$ cat config.mk
export PLATFORM = sky130hd
export DESIGN_NAME = stop_and_wait_receiver
export DESIGN_NICKNAME = d
export VERILOG_FILES = /design/src/design/saw_pkg.sv /design/src/design/saw_ctrl.sv /design/src/design/saw_dpath.sv /design/src/design/stop_and_wait_receiver.sv
export VERILOG_INCLUDE_DIRS = /design/src /design/src/design
export SDC_FILE = /design/constraint.sdc
export NUM_CORES = 1
export LEC_CHECK = 0
export BUFFER_PORTS_ARGS = -buffer_cell sky130_fd_sc_hd__buf_2
export CAP_MARGIN = 40
export CORE_MARGIN = 2
export CORE_UTILIZATION = 35
export DETAILED_ROUTE_END_ITERATION = 16
export GPL_TIMING_DRIVEN = 0
export SETUP_SLACK_MARGIN = 0.2
export SYNTH_ARGS = -nofsm -noshare
export SYNTH_HDL_FRONTEND = slang
export SYNTH_SLANG_ARGS = --single-unit
export TNS_END_PERCENT = 100
$ cat constraint.sdc
create_clock -name clk -period 7.8 [get_ports clk]
set_clock_uncertainty 0.1 [all_clocks]
set_input_delay 1.17 -clock clk [delete_from_list [all_inputs] [get_ports clk]]
set_output_delay 1.17 -clock clk [all_outputs]
set_load 0.1 [all_outputs]
$ cat src/design/assert_macros.svh
// assertion macros used by the receiver top level
`ifndef ASSERT_MACROS_SVH
`define ASSERT_MACROS_SVH

`ifndef NO_ASSERTIONS

// same-cycle implication
`define ASSERT_IMP(name, clk, rst, ante, cons) \
  name: assert property (@(posedge clk) disable iff (rst) (ante) |-> (cons)) \
    else $error("assertion failed");

// next-cycle implication
`define ASSERT_NXT(name, clk, rst, ante, cons) \
  name: assert property (@(posedge clk) disable iff (rst) (ante) |=> (cons)) \
    else $error("assertion failed");

`else

`define ASSERT_IMP(name, clk, rst, ante, cons)
`define ASSERT_NXT(name, clk, rst, ante, cons)

`endif

`endif

$ cat src/design/saw_pkg.sv
// shared types, widths and result codes for the stop-and-wait receiver
package saw_pkg;

  localparam int PAYLOAD_BYTES_DEF = 32;
  localparam int LENGTH_BITS_DEF   = 16;

  localparam int BYTE_W    = 8;
  localparam int CSUM_W    = 32;
  localparam int KIND_W    = 2;
  localparam int LEN_OUT_W = 16;

  localparam int S_TDATA_W = 40;
  localparam int S_TUSER_W = 2;
  localparam int M_TDATA_W = 24;
  localparam int M_TUSER_W = 3;

  localparam logic [KIND_W-1:0] KIND_BYTE = 2'd0;
  localparam logic [KIND_W-1:0] KIND_ACK  = 2'd1;
  localparam logic [KIND_W-1:0] KIND_NACK = 2'd2;

  typedef struct packed {
    logic take;
    logic emit_byte;
    logic emit_resp;
  } saw_cmd_t;

  typedef struct packed {
    logic pass;
    logic drain_empty;
    logic drain_last;
    logic out_free;
  } saw_stat_t;

endpackage

$ cat src/design/saw_ctrl.sv
// controller state machine: packet accept, buffer drain and response
module saw_ctrl (
  input  logic                clk,
  input  logic                rst,
  input  logic                s_tvalid,
  input  logic                s_tlast,
  input  saw_pkg::saw_stat_t  stat,
  output logic                s_tready,
  output saw_pkg::saw_cmd_t   cmd
);
  import saw_pkg::*;

  localparam logic [1:0] ST_ACCEPT = 2'd0;
  localparam logic [1:0] ST_START  = 2'd1;
  localparam logic [1:0] ST_DRAIN  = 2'd2;
  localparam logic [1:0] ST_RESP   = 2'd3;

  logic [1:0] state;
  logic [1:0] state_next;

  always_ff @(posedge clk) begin
    if (rst) begin
      state <= ST_ACCEPT;
    end else begin
      state <= state_next;
    end
  end

  always_comb begin
    state_next    = state;
    s_tready      = 1'b0;
    cmd.take      = 1'b0;
    cmd.emit_byte = 1'b0;
    cmd.emit_resp = 1'b0;
    case (state)
      ST_ACCEPT: begin
        s_tready = 1'b1;
        cmd.take = s_tvalid;
        if (s_tvalid && s_tlast) begin
          state_next = ST_START;
        end
      end
      ST_START: begin
        // read of the first buffered byte is in flight
        if (stat.pass && !stat.drain_empty) begin
          state_next = ST_DRAIN;
        end else begin
          state_next = ST_RESP;
        end
      end
      ST_DRAIN: begin
        if (stat.out_free) begin
          cmd.emit_byte = 1'b1;
          if (stat.drain_last) begin
            state_next = ST_RESP;
          end
        end
      end
      ST_RESP: begin
        if (stat.out_free) begin
          cmd.emit_resp = 1'b1;
          state_next    = ST_ACCEPT;
        end
      end
      default: begin
        state_next = ST_ACCEPT;
      end
    endcase
  end

endmodule

$ cat src/design/saw_dpath.sv
// datapath: payload buffer, checksum sum, message length and output register
module saw_dpath #(
  parameter int PAYLOAD_BYTES = saw_pkg::PAYLOAD_BYTES_DEF,
  parameter int LENGTH_BITS   = saw_pkg::LENGTH_BITS_DEF
) (
  input  logic                            clk,
  input  logic                            rst,
  input  saw_pkg::saw_cmd_t               cmd,
  output saw_pkg::saw_stat_t              stat,
  input  logic [saw_pkg::S_TDATA_W-1:0]   s_tdata,
  input  logic [saw_pkg::S_TUSER_W-1:0]   s_tuser,
  input  logic                            s_tlast,
  output logic                            m_tvalid,
  input  logic                            m_tready,
  output logic [saw_pkg::M_TDATA_W-1:0]   m_tdata,
  output logic [saw_pkg::M_TUSER_W-1:0]   m_tuser,
  output logic                            m_tlast
);
  import saw_pkg::*;

  localparam int CNT_W     = $clog2(PAYLOAD_BYTES + 1);
  localparam int IDX_W     = (PAYLOAD_BYTES > 1) ? $clog2(PAYLOAD_BYTES) : 1;
  localparam int SUM_W     = CNT_W + BYTE_W;
  localparam int LEN_EXT_W = (LENGTH_BITS > LEN_OUT_W) ? LENGTH_BITS : LEN_OUT_W;

  logic [BYTE_W-1:0]      mem [PAYLOAD_BYTES];
  logic [BYTE_W-1:0]      rd_data;

  logic [BYTE_W-1:0]      data_byte;
  logic [CSUM_W-1:0]      csum;
  logic                   present;
  logic                   packet_type;

  logic [CNT_W-1:0]       count;
  logic [SUM_W-1:0]       sum;
  logic                   ovf;
  logic                   pass;
  logic                   msg_end;
  logic [IDX_W-1:0]       idx;
  logic [IDX_W-1:0]       addr_next;
  logic [LENGTH_BITS-1:0] length;
  logic [LENGTH_BITS-1:0] len_inc;
  logic [LEN_EXT_W-1:0]   len_ext;
  logic [LEN_EXT_W-1:0]   len_inc_ext;

  logic                   room;
  logic                   wr_en;
  logic [SUM_W-1:0]       byte_ext;
  logic [SUM_W-1:0]       sum_next;
  logic                   ovf_next;
  logic                   match;

  logic                   out_valid;
  logic [KIND_W-1:0]      out_kind;
  logic [BYTE_W-1:0]      out_byte;
  logic                   out_complete;
  logic [LEN_OUT_W-1:0]   out_len;
  logic                   out_last;

  assign data_byte   = s_tdata[BYTE_W-1:0];
  assign csum        = s_tdata[BYTE_W+CSUM_W-1:BYTE_W];
  assign present     = s_tuser[0];
  assign packet_type = s_tuser[1];

  assign room     = count < CNT_W'(PAYLOAD_BYTES);
  assign wr_en    = cmd.take && present && room;
  assign byte_ext = {{(SUM_W-BYTE_W){data_byte[BYTE_W-1]}}, data_byte};
  assign sum_next = wr_en ? (sum + byte_ext) : sum;
  assign ovf_next = ovf | (cmd.take && present && !room);
  assign match    = {{(CSUM_W-SUM_W){sum_next[SUM_W-1]}}, sum_next} == csum;

  assign len_inc     = (length == {LENGTH_BITS{1'b1}}) ? length : length + LENGTH_BITS'(1);
  assign len_ext     = LEN_EXT_W'(length);
  assign len_inc_ext = LEN_EXT_W'(len_inc);

  assign addr_next = cmd.emit_byte ? idx + IDX_W'(1) : idx;

  assign stat.pass        = pass;
  assign stat.drain_empty = count == '0;
  assign stat.drain_last  = (CNT_W'(idx) + CNT_W'(1)) == count;
  assign stat.out_free    = !out_valid || m_tready;

  always_ff @(posedge clk) begin
    if (wr_en) begin
      mem[count[IDX_W-1:0]] <= data_byte;
    end
    rd_data <= mem[addr_next];
  end

  always_ff @(posedge clk) begin
    if (rst) begin
      count     <= '0;
      sum       <= '0;
      ovf       <= 1'b0;
      pass      <= 1'b0;
      msg_end   <= 1'b0;
      idx       <= '0;
      length    <= '0;
      out_valid <= 1'b0;
    end else begin
      if (cmd.take) begin
        if (wr_en) begin
          count <= count + CNT_W'(1);
        end
        sum <= sum_next;
        ovf <= ovf_next;
        if (s_tlast) begin
          pass    <= !ovf_next && match;
          msg_end <= packet_type;
        end
      end
      if (cmd.emit_byte) begin
        idx    <= addr_next;
        length <= len_inc;
      end
      if (cmd.emit_resp) begin
        count <= '0;
        sum   <= '0;
        ovf   <= 1'b0;
        idx   <= '0;
        if (pass && msg_end) begin
          length <= '0;
        end
      end
      if (cmd.emit_byte || cmd.emit_resp) begin
        out_valid <= 1'b1;
      end else if (m_tready) begin
        out_valid <= 1'b0;
      end
    end
  end

  always_ff @(posedge clk) begin
    if (cmd.emit_byte) begin
      out_kind     <= KIND_BYTE;
      out_byte     <= rd_data;
      out_complete <= 1'b0;
      out_len      <= len_inc_ext[LEN_OUT_W-1:0];
      out_last     <= 1'b0;
    end else if (cmd.emit_resp) begin
      out_kind     <= pass ? KIND_ACK : KIND_NACK;
      out_byte     <= '0;
      out_complete <= pass && msg_end;
      out_len      <= len_ext[LEN_OUT_W-1:0];
      out_last     <= 1'b1;
    end
  end

  assign m_tvalid = out_valid;
  assign m_tdata  = {out_len, out_byte};
  assign m_tuser  = {out_complete, out_kind};
  assign m_tlast  = out_last;

endmodule

$ cat src/design/stop_and_wait_receiver.sv
// top level of the stop-and-wait receiver with additive checksum
//
//  chan  dir  tdata (low bit up)            tuser (low bit up)             tlast
//  s_*   in   data_byte, received_checksum  byte_present, packet_type      end_of_packet
//  m_*   out  out_byte, message_length      result_kind, message_complete  last_of_run
//
// a byte in the middle of a packet is accepted without a stall; the end of a packet is
// followed by the first buffer read, each buffered byte on a match with no overflow
// and then the ack or nack, each result held while m_tready is low
// the payload buffer has a single read port, so the drain moves one byte a cycle unless m_tready stalls it
// synchronous reset clears the control state; the buffer is not cleared
module stop_and_wait_receiver #(
  parameter int PAYLOAD_BYTES = saw_pkg::PAYLOAD_BYTES_DEF,
  parameter int LENGTH_BITS   = saw_pkg::LENGTH_BITS_DEF
) (
  input  logic                            clk,
  input  logic                            rst,
  input  logic                            s_tvalid,
  output logic                            s_tready,
  input  logic [saw_pkg::S_TDATA_W-1:0]   s_tdata,   // data_byte, received_checksum
  input  logic [saw_pkg::S_TUSER_W-1:0]   s_tuser,   // byte_present, packet_type
  input  logic                            s_tlast,
  output logic                            m_tvalid,
  input  logic                            m_tready,
  output logic [saw_pkg::M_TDATA_W-1:0]   m_tdata,   // out_byte, message_length
  output logic [saw_pkg::M_TUSER_W-1:0]   m_tuser,   // result_kind, message_complete
  output logic                            m_tlast
);
  import saw_pkg::*;

  `include "assert_macros.svh"

  saw_cmd_t  cmd;
  saw_stat_t stat;

  saw_ctrl u_ctrl (
    .clk      (clk),
    .rst      (rst),
    .s_tvalid (s_tvalid),
    .s_tlast  (s_tlast),
    .stat     (stat),
    .s_tready (s_tready),
    .cmd      (cmd)
  );

  saw_dpath #(
    .PAYLOAD_BYTES (PAYLOAD_BYTES),
    .LENGTH_BITS   (LENGTH_BITS)
  ) u_dpath (
    .clk      (clk),
    .rst      (rst),
    .cmd      (cmd),
    .stat     (stat),
    .s_tdata  (s_tdata),
    .s_tuser  (s_tuser),
    .s_tlast  (s_tlast),
    .m_tvalid (m_tvalid),
    .m_tready (m_tready),
    .m_tdata  (m_tdata),
    .m_tuser  (m_tuser),
    .m_tlast  (m_tlast)
  );

  `ASSERT_NXT(a_eop_stalls_input, clk, rst, s_tvalid && s_tready && s_tlast, !s_tready)
  `ASSERT_IMP(a_resp_ends_run, clk, rst, m_tvalid && (m_tuser[1:0] != KIND_BYTE), m_tlast)
  `ASSERT_IMP(a_byte_not_last, clk, rst, m_tvalid && (m_tuser[1:0] == KIND_BYTE), !m_tlast)
  `ASSERT_IMP(a_complete_on_ack, clk, rst, m_tvalid && m_tuser[2], m_tuser[1:0] == KIND_ACK)

endmodule

==> results of run 1 <==
## synthesized netlist by cell type, types with 3 or more instances
| master | number | share of area [%] |
|---|---|---|
| buf_4 | 7 | 0.37 |
| clkbuf_1 | 23 | 0.60 |
| dfxtp_1 | 59 | 8.3 |
| and3_1 | 14 | 0.61 |
| o211ai_1 | 3 | 0.16 |
| nor4_1 | 8 | 0.35 |
| ha_1 | 23 | 2.0 |
| o21ai_0 | 8 | 0.28 |
| nor3_1 | 10 | 0.35 |
| nor2_1 | 76 | 2.0 |
| mux2_2 | 9 | 0.71 |
| inv_1 | 18 | 0.47 |
| o21a_1 | 4 | 0.21 |
| a211oi_1 | 5 | 0.26 |
| a21oi_1 | 33 | 1.2 |
| buf_1 | 3 | 0.079 |
| xnor2_1 | 22 | 1.3 |
| or2_2 | 5 | 0.22 |
| and4_1 | 3 | 0.18 |
| edfxtp_1 | 280 | 59 |
| nand2b_1 | 7 | 0.31 |
| xor2_1 | 29 | 1.8 |
| nand3_1 | 19 | 0.66 |
| and2_1 | 5 | 0.22 |
| nand2_1 | 59 | 1.5 |
| nor2b_1 | 16 | 0.70 |
| mux4_2 | 80 | 13 |
| o22ai_1 | 4 | 0.17 |
| nand3b_1 | 4 | 0.21 |
| nand4_1 | 10 | 0.44 |
| mux2i_1 | 4 | 0.28 |
## tightest hold or removal path, stage by stage, from the launching register on
cell     delay, ns
dfxtp_1       0.31
nand2_1       0.05
a21oi_1       0.05
## routing by layer
layer / wire length [um] / vias to the layer above / GRT usage (%)
met1: 14000 / 4111 / 20.1
met5: 0 / - / 0
met2: 16300 / 178 / 26.4
met3: 1180 / 38 / 2.07
li1: - / 3733 / -
met4: 608 / 0 / 4.23
## through the flow
stage	cell area [um2]	std cells
3_3_place_gp	15300	1500
6_report	16600	1576
5_1_grt	16600	1576
3_5_place_dp	15400	1510
2_1_floorplan	14300	893
4_1_cts	16600	1576
## registers in the layout (all words and copies together) (netlist names)
signal                count
u_dpath.rd_data           8
u_dpath.out_len          16
u_dpath.sum              14
u_dpath.out_byte          8
u_dpath.m_tlast           1
u_dpath.pass              1
u_dpath.out_kind          2
u_dpath.idx               5
u_dpath.mem             256
u_dpath.count             6
u_dpath.out_complete      1
u_dpath.len_ext          16
u_dpath.m_tvalid          1
u_dpath.msg_end           1
u_dpath.ovf               1
u_ctrl.state              2
## how the worst max path moves through the flow
stage	endpoint	startpoint	slack [ns]	cells past startpoint
2_1_floorplan	u_dpath.rd_data[0]	m_tready	4.06	9
3_3_place_gp	u_dpath.rd_data[5]	m_tready	3.05	10
3_5_place_dp	u_dpath.rd_data[5]	m_tready	3.00	10
4_1_cts	u_dpath.rd_data[5]	m_tready	3.54	10
5_1_grt	u_dpath.pass	s_tdata[2]	3.33	11
6_report	u_dpath.rd_data[0]	m_tready	3.52	10
## power by group through the flow
stage / Sequential (mW) / Combinational, mW / Clock (mW)
6_report: 2.10 / 1.25 / 1.64
5_1_grt: 2.10 / 1.33 / 1.76
4_1_cts: 2.10 / 1.27 / 1.68
3_5_place_dp: 2.14 / 1.26 / 0
3_3_place_gp: 2.13 / 1.25 / 0
2_1_floorplan: 2.36 / 0.720 / 0
## logic make-up after synthesis
kind of cell / share of synthesized area [%]
muxes: 13.6
xor gates and xnor gates: 3.12
buffers and inverters: 1.71
DFF: 67.1
adders and majority gates: 2.15
and+or+nand+nor: 8.43
AOI/OAI and AO/OA: 3.94
## layout make-up
type,instances,area [um2],area share (%)
plain buffers,36,178,1.07
clock buffers,50,996,6.01
clock inverters,16,141,0.854
inverters,18,67.6,0.408
multi-input cells,500,4470,27.0
flip-flops and latches,339,9590,57.9
well taps,532,666,4.02
repair buffers,85,458,2.77
==> flow_metrics.env, run 1 <==
export IMPL_track_usage_pct=15.2
export IMPL_p_leak_nw=5.68
export IMPL_pre_cts_ws_ns=3.00
export IMPL_netlist_area_um2=14300
export IMPL_initial_core_util_pct=35.3
export IMPL_numCtsBuffers=36
export IMPL_coreArea_um2=40600
export IMPL_die_area_um2=42500
export IMPL_wl_per_cell_um=20.4
export IMPL_tightest_slew_ns=0.903
export IMPL_cts_hold_buf=0
export IMPL_whs_ns=0.355
export IMPL_synth_ff_type="edfxtp_1"
export IMPL_cp_slowest_cell="clkbuf_1"
export IMPL_setup_worst_path_class="in2reg"
export IMPL_drc=0
export IMPL_hold_class="reg2reg"
export IMPL_syn_to_final_growth_pct=15.8
export IMPL_switching_share_pct=29.9
export IMPL_die_h_um=206
export IMPL_reg2reg_depth=10
export IMPL_synth_warnings=0
export IMPL_ctsResizeCount=0
export IMPL_clk_pin_slew_worst_paths_ns=0.06
export IMPL_vias_per_cell=5.11
export IMPL_placement_io_buffers=75
export IMPL_start_kind="input port"
export IMPL_min_from="u_dpath.out_complete"
export IMPL_seq_power_share_pct=42.0
export IMPL_layout_commonest_cell="edfxtp_1"
export IMPL_grt_pass1_wl_mm=48.5
export IMPL_utilization_pct=40.8
export IMPL_vias=8060
export IMPL_hold_viol=0
export IMPL_clock_sinks=339
export IMPL_clk_path_buf_depth=3
export IMPL_relSlewSlack_pct=39.6
export IMPL_rr_startpoint="u_ctrl.state[0]"
export IMPL_clock_root_buffer="clkbuf_16"
export IMPL_dp_hpwl_mm=22.1
export IMPL_grt_pass1_vias=8127
export IMPL_fin_tns_setup_ns=0
export IMPL_arrival_ns=4.58
export IMPL_avgSynthCellArea_um2=16.0
export IMPL_layout_nets=1087
export IMPL_drive_gt1_share_pct=23.4
export IMPL_clk_latency_ns=0.52
export IMPL_setup_slack_ns=3.52
export IMPL_max_freq_ghz=0.233
export IMPL_status="completed"
export IMPL_grt_setup_unrepaired="false"
export IMPL_reg2reg_to="u_dpath.rd_data[0]"
export IMPL_drt_iter0_drc=534
export IMPL_layout_common_cells="edfxtp_1, mux4_2, nor2_1, buf_2"
export IMPL_async_reset_ff_share_pct=0
export IMPL_ff2ff_setup_slack_ns=3.77
export IMPL_antenna_found_initial=0
export IMPL_wl_mm=32.1
export IMPL_fin_crit_sh_pct=54.9
export IMPL_maxCapViolCount=0
export IMPL_n_antenna_cell=0
export IMPL_ios=77
export IMPL_synth_cells=893
export IMPL_ir_worst_vdd_v=0.000227
export IMPL_p_int_mw=3.50
export IMPL_rows=74
export IMPL_maxSlewViolCount=0
export IMPL_cp_end_kind="flip-flop"
export IMPL_power_switching_mw=1.49
export IMPL_setup_viol=0
export IMPL_syn_nets=964
export IMPL_required_ns=8.09
export IMPL_gp_congestion=0.863
export IMPL_cts_setup_buffers=0
export IMPL_clkPwrFrac_pct=33.0
export IMPL_ctsHtreeMaxLevel=2
export IMPL_p_per_area_nw_per_um2=301
export IMPL_synth_seq_cells=339
export IMPL_power_mw=4.99
export IMPL_drt_pass1_iterations=5
export IMPL_worst_path_buf_inv=4
export IMPL_nFillCells=3731
export IMPL_synth_edf_count=280
export IMPL_die_w_um=206
export IMPL_synth_distinct_cells=66
export IMPL_grt_max_degree=40
export IMPL_slowest_delay_ns=0.72
export IMPL_grt_overflow=0
export IMPL_whs_endpoint="u_dpath.out_complete"
export IMPL_pwr_share_comb_pct=25.0
export IMPL_crit_family="multiplexers"
export IMPL_whs_path_depth=2
export IMPL_critical_path_cell_chain="buf_2 -> nand2b_4 -> and2_4 -> buf_6 -> mux2i_1 -> clkbuf_1 -> clkbuf_1 -> mux4_2 -> mux4_2 -> mux2_2"
export IMPL_ant_nets=0
export IMPL_cp_max_fo=10
export IMPL_yosysSeqAreaShare_pct=67.1
export IMPL_cts_tree="done"
export IMPL_layout_min_cycle_time_ns=4.28
Power figures use the tool's default switching activity.
==> inputs of run 2 (changes only) <==
==> constraint.sdc (replaced) <==
create_clock -name clk -period 3.43 [get_ports clk]
set_clock_uncertainty 0.1 [all_clocks]
set_input_delay 0.5145 -clock clk [delete_from_list [all_inputs] [get_ports clk]]
set_output_delay 0.5145 -clock clk [all_outputs]
set_load 0.1 [all_outputs]
==> run 2 against run 1 <==
Against the previous run:
- register-to-register slack lost 3.5 ns
- hold slack got worse by 0.21 ns
- worst setup slack worse by 3.3 ns
- utilization is 0.87 points higher
- total power grew 130%
- clock-buffer cell count grew 1
- wire length up 0.50%
- sequential share of layout area is 1.2 points lower
- first-iteration DRC count grew 7.7%
==> flow_metrics.env, run 2 (same netlist as run 1, synthesis figures left out) <==
export IMPL_status="completed"
export IMPL_layout_common_cells="edfxtp_1, mux4_2, buf_2"
export IMPL_layout_nets=1087
export IMPL_clk_latency_ns=0.52
export IMPL_clk_pin_slew_worst_paths_ns=0.06
export IMPL_drc=0
export IMPL_min_from="s_tuser[1]"
export IMPL_wl_per_cell_um=20.5
export IMPL_maxCapViolCount=0
export IMPL_dp_cells=1504
export IMPL_clk_path_buf_depth=3
export IMPL_drt_iter0_drc=575
export IMPL_ios=77
export IMPL_crit_family="compound AO/OA/AOI/OAI gates"
export IMPL_whs_ns=0.142
export IMPL_worst_path_buf_inv=1
export IMPL_initial_core_util_pct=35.3
export IMPL_placement_io_buffers=75
export IMPL_setup_viol=0
export IMPL_grt_pass1_wl_mm=48.2
export IMPL_ctsHtreeMaxLevel=2
export IMPL_die_area_um2=42500
export IMPL_rows=74
export IMPL_drive_gt1_share_pct=27.4
export IMPL_tightest_slew_ns=0.948
export IMPL_maxSlewViolCount=0
export IMPL_n_antenna_cell=0
export IMPL_die_w_um=206
export IMPL_clock_sinks=339
export IMPL_cts_tree="done"
export IMPL_clkPwrFrac_pct=30.2
export IMPL_utilization_pct=41.7
export IMPL_hold_viol=0
export IMPL_wl_mm=32.2
export IMPL_startpoint="s_tdata[6]"
export IMPL_die_h_um=206
export IMPL_rr_startpoint="u_ctrl.state[1]"
export IMPL_layout_min_cycle_time_ns=3.19
export IMPL_required_ns=3.78
export IMPL_track_usage_pct=15.1
export IMPL_cp_end_kind="flip-flop"
export IMPL_cp_max_fo=33
export IMPL_vias_per_cell=5.15
export IMPL_ir_worst_vdd_v=0.000353
export IMPL_cp_slowest_cell="buf_2"
export IMPL_pwr_share_comb_pct=28.5
export IMPL_layout_cells_non_filler=1574
export IMPL_clock_root_buffer="clkbuf_16"
export IMPL_largest_register_ffs=256
export IMPL_start_kind="input port"
export IMPL_switching_share_pct=30.2
export IMPL_seq_power_share_pct=41.3
export IMPL_ant_nets=0
export IMPL_power_switching_mw=3.49
export IMPL_grt_overflow=0
export IMPL_max_freq_ghz=0.313
export IMPL_syn_to_final_growth_pct=18.3
export IMPL_hold_class="in2reg"
export IMPL_layout_commonest_cell="edfxtp_1"
export IMPL_final_area_um2=16900
export IMPL_critical_path_cell_chain="buf_2 -> ha_1 -> or2_2 -> a21oi_1 -> nand3b_1 -> o21bai_1 -> a32oi_1 -> o211ai_1 -> a2111oi_1 -> o2111ai_1 -> o21ai_1"
export IMPL_slowest_delay_ns=0.50
export IMPL_grt_pass1_vias=8171
export IMPL_fin_crit_sh_pct=93.0
export IMPL_gp_congestion=0.844
export IMPL_antenna_found_initial=0
export IMPL_numCtsBuffers=35
export IMPL_vias=8102
export IMPL_grt_max_degree=40
export IMPL_setup_worst_path_class="in2reg"
export IMPL_coreArea_um2=40600
export IMPL_dp_hpwl_mm=21.7
export IMPL_p_int_mw=8.07
export IMPL_arrival_ns=3.54
export IMPL_drt_pass1_iterations=5
export IMPL_p_leak_nw=5.79
export IMPL_p_per_area_nw_per_um2=683
export IMPL_placedInstanceArea_um2=15400
export IMPL_grt_setup_unrepaired="true"
export IMPL_relSlewSlack_pct=36.4
[run 2: cell count changes in the layout (fill, tap and decap cells not counted), moves of 3 or more]
cell | previous run | this run
buf_2 | 76 | 70
buf_12 | 0 | 5
nor2_4 | 0 | 14
nor2_1 | 76 | 51
nand2_1 | 59 | 56
clkbuf_8 | 0 | 3
nor2_2 | 0 | 11
clkbuf_16 | 38 | 42
clkbuf_1 | 35 | 29
buf_4 | 16 | 13
nand2_2 | 0 | 3
[run 2: power groups by stage]
stage          combinational [mW]  clock [mW]  sequential, mW
6_report                     3.29        3.49            4.77
5_1_grt                      3.50        3.73            4.79
4_1_cts                      2.99        3.55            4.77
3_5_place_dp                 2.87           0            4.86
3_3_place_gp                 2.84           0            4.86
2_1_floorplan                1.64           0            5.36
[run 2: routing by layer]
layer / GRT usage, % / wire [um] / share of wire (%)
met1: 19.8 / 13700 / 43
met2: 25.9 / 16300 / 51
met3: 2.54 / 1550 / 4.8
met4: 4.36 / 668 / 2.1
met5: 0 / 0 / 0
[run 2: worst register-to-register path, stage by stage (launching register included)]
cell and delay (ns):
dfxtp_1 0.35, inv_1 0.09, ha_1 0.28, nand3_1 0.18, nor2_1 0.44, nand2_1 0.52
nor2_1 0.81
[run 2: path summary, 6_finish.rpt]
path | slack, ns | end | cells past startpoint
setup / recovery | 0.24 | u_dpath.pass | 11
hold / removal | 0.14 | u_dpath.msg_end | 3
setup reg to reg | 0.28 | u_dpath.mem[27][2] | 6
hold reg to reg | 0.37 | u_dpath.out_complete | 2
[run 2: final cells by class]
type	instances	area (um2)
clock inverters	12	72.6
plain buffers	36	295
inverters	18	67.6
flip-flops and latches	339	9590
multi-input cells	500	4670
repair buffers	86	587
fillers	3658	23600
clock buffers	51	967
well taps	532	666
[run 2: what timing repair did]
| item | 4_1_cts | 5_1_grt |
|---|---|---|
| buffers inserted | 1 | 0 |
| hold buffers | 0 | 0 |
| endpoints found under the setup margin | 169 | 73 |
| resized for setup | 71 | 29 |
| pin swaps | 0 | 1 |
| cloned | 0 | 6 |
[run 2: through the flow]
stage	worst slack [ns]	TNS [ns]	total power, mW
floorplan	0.238	0	7.00
global placement	-0.664	-7.54	7.70
detailed placement	-0.668	-20.23	7.73
CTS	0.184	0	11.3
global route	0.0246	0	12.0
finish	0.240	0	11.6
==> inputs of run 3 (changes only) <==
--- a/config.mk
+++ b/config.mk
@@ -12,8 +12,10 @@
 export CORE_UTILIZATION = 35
 export DETAILED_ROUTE_END_ITERATION = 16
 export GPL_TIMING_DRIVEN = 0
+export MAX_ROUTING_LAYER = met4
 export SETUP_SLACK_MARGIN = 0.2
 export SYNTH_ARGS = -nofsm -noshare
 export SYNTH_HDL_FRONTEND = slang
+export SYNTH_HIERARCHICAL = 1
 export SYNTH_SLANG_ARGS = --single-unit
 export TNS_END_PERCENT = 100
==> run 3 against run 2 <==
Against the previous run:
- combinational power is 9.4% lower
- synthesized area shrank 0.66%
- wire length decreased by 4.5%
- largest power group unchanged
- critical path depth down 2
==> flow_metrics.env, run 3 <==
export IMPL_relSlewSlack_pct=42.3
export IMPL_hold_viol=0
export IMPL_clk_latency_ns=0.52
export IMPL_start_kind="flip-flop"
export IMPL_wl_mm=30.8
export IMPL_n_antenna_cell=0
export IMPL_grt_setup_unrepaired="false"
export IMPL_multiInputGateArea_um2=4470
export IMPL_cp_max_fo=10
export IMPL_hold_class="in2reg"
export IMPL_required_ns=3.73
export IMPL_fin_crit_sh_pct=89.3
export IMPL_setup_viol=0
export IMPL_synth_top_area_share_pct=59.2
export IMPL_placement_io_buffers=76
export IMPL_synth_ff_type="edfxtp_1"
export IMPL_drc=0
export IMPL_nFillCells=3549
export IMPL_drt_iter0_drc=534
export IMPL_utilization_pct=41.8
export IMPL_layout_cells_non_filler=1533
export IMPL_synth_warnings=6
export IMPL_die_area_um2=42200
export IMPL_wl_per_cell_um=20.1
export IMPL_clock_root_buffer="clkbuf_16"
export IMPL_track_usage_pct=15.2
export IMPL_layout_nets=1054
export IMPL_coreArea_um2=39900
export IMPL_drt_pass1_iterations=5
export IMPL_placedInstanceArea_um2=15300
export IMPL_status="completed"
export IMPL_synth_area_top_cells="edfxtp_1, mux4_2, dfxtp_1"
export IMPL_initial_core_util_pct=35.6
export IMPL_regArea_um2=9590
export IMPL_fin_tns_setup_ns=0
export IMPL_p_per_area_nw_per_um2=701
export IMPL_syn_to_final_growth_pct=17.5
export IMPL_dp_cells=1465
export IMPL_dp_hpwl_mm=20.6
export IMPL_cts_tree="done"
export IMPL_arrival_ns=3.37
export IMPL_cp_end_kind="flip-flop"
export IMPL_synth_most_common_cell="edfxtp_1"
export IMPL_async_reset_ff_share_pct=0
export IMPL_power_mw=11.7
export IMPL_die_h_um=205
export IMPL_layout_common_cells="edfxtp_1, nor2_1, mux4_2"
export IMPL_clock_sinks=339
export IMPL_synth_cells=862
export IMPL_synth_edf_count=280
export IMPL_largest_register_ffs=256
export IMPL_ctsHtreeMaxLevel=2
export IMPL_vias_per_cell=5.09
export IMPL_synth_distinct_cells=53
export IMPL_synth_seq_cells=339
export IMPL_maxCapViolCount=0
export IMPL_pre_cts_ws_ns=-0.885
export IMPL_grt_max_degree=41
export IMPL_grt_pass1_vias=7869
export IMPL_vias=7802
export IMPL_max_freq_ghz=0.326
export IMPL_antenna_found_initial=1
export IMPL_grt_pass1_wl_mm=46.4
export IMPL_grt_overflow=0
export IMPL_netlist_area_um2=14200
export IMPL_final_area_um2=16700
export IMPL_drive_gt1_share_pct=26.7
export IMPL_syn_nets=934
export IMPL_avgSynthCellArea_um2=16.5
export IMPL_setup_worst_path_class="reg2reg"
export IMPL_yosysSeqAreaShare_pct=67.5
export IMPL_ir_worst_vdd_v=0.000311
export IMPL_synth_common_cells="edfxtp_1, mux4_2, nor2_1, dfxtp_1, nand2_1"
export IMPL_rows=73
export IMPL_gp_congestion=0.808
export IMPL_clk_path_buf_depth=3
export IMPL_ios=77
export IMPL_yosys_area_top_type="edfxtp_1"
export IMPL_p_leak_nw=5.74
export IMPL_ant_nets=0
export IMPL_maxSlewViolCount=0
export IMPL_cts_hold_buf=0
export IMPL_tightest_slew_ns=0.863
export IMPL_whs_ns=0.160
export IMPL_clk_pin_slew_worst_paths_ns=0.06
export IMPL_layout_commonest_cell="edfxtp_1"
export IMPL_numCtsBuffers=38
export IMPL_die_w_um=205
export IMPL_layout_min_cycle_time_ns=3.06
export IMPL_setup_slack_ns=0.365
==> run 3: cell count changes after synthesis, sizes merged, moves of 5 or more <==
cell | previous run | this run
o2111ai | 2 | 7
inv | 18 | 11
and2 | 6 | 13
nand3 | 19 | 14
nand2 | 59 | 45
a21oi | 33 | 24
xor2 | 29 | 24
o21ai | 10 | 16
and3 | 14 | 6
==> run 3: where the power goes <==
group / internal (mW) / switching, mW / total [mW]
registers: 4.67 / 0.0843 / 4.75
logic: 1.26 / 1.72 / 2.98
clock network: 2.44 / 1.54 / 3.98
==> run 3: final timing paths <==
kind | start | endpoint | slack, ns | cells after the start
max | u_ctrl/state[0] | u_dpath/rd_data[3] | 0.37 | 9
min | rst | u_dpath/m_tvalid | 0.16 | 2
max reg2reg | u_ctrl/state[0] | u_dpath/rd_data[3] | 0.37 | 9
min reg2reg | u_dpath/ovf | u_dpath/ovf | 0.36 | 2
==> run 3: routing by layer <==
| metal | GRT usage (%) | up-vias | part of all wire (%) |
|---|---|---|---|
| li1 | - | 3605 | - |
| met1 | 19.7 | 3993 | 44 |
| met2 | 24.6 | 155 | 49 |
| met3 | 2.57 | 49 | 4.2 |
| met4 | 4.52 | 0 | 2.2 |
| met5 | - | - | 0 |
==> run 3: logic make-up (layout without fill, tap and decap cells) <==
kind of cell | count (synthesis) | after routing | share of synthesized area, %
flip-flops | 339 | 339 | 67.5
AND/OR/NAND/NOR | 224 | 224 | 7.62
multiplexers | 97 | 97 | 14.0
AO/OA/AOI/OAI | 80 | 80 | 3.77
XOR/XNOR | 51 | 51 | 3.24
buffers and inverters | 46 | 192 | 1.63
adder cells (fa/ha/maj) | 25 | 25 | 2.25
==> run 3: worst max-delay path: stages, from the launching register on <==
cell	delay, ns
dfxtp_2	0.35
inv_2	0.06
ha_1	0.22
and2_2	0.22
xnor2_2	0.20
buf_6	0.19
buf_12	0.17
mux4_2	0.57
mux4_2	0.57
mux2_2	0.29
==> run 3: cell type report <==
type | count | share of cell area (%)
buffer | 35 | 1.50
clock buffer | 51 | 6.30
clock inverter | 15 | 1.06
inverter | 11 | 0.247
multi-input combinational | 477 | 26.8
sequential | 339 | 57.5
tap | 525 | 3.93
timing repair buffer | 80 | 2.73
==> run 3: repair_timing <==
item / 4_1_cts / 5_1_grt
pin swaps: 0 / 3
endpoints found under the setup margin: 9 / 9
resized for setup: 20 / 28
buffers inserted: 1 / 1
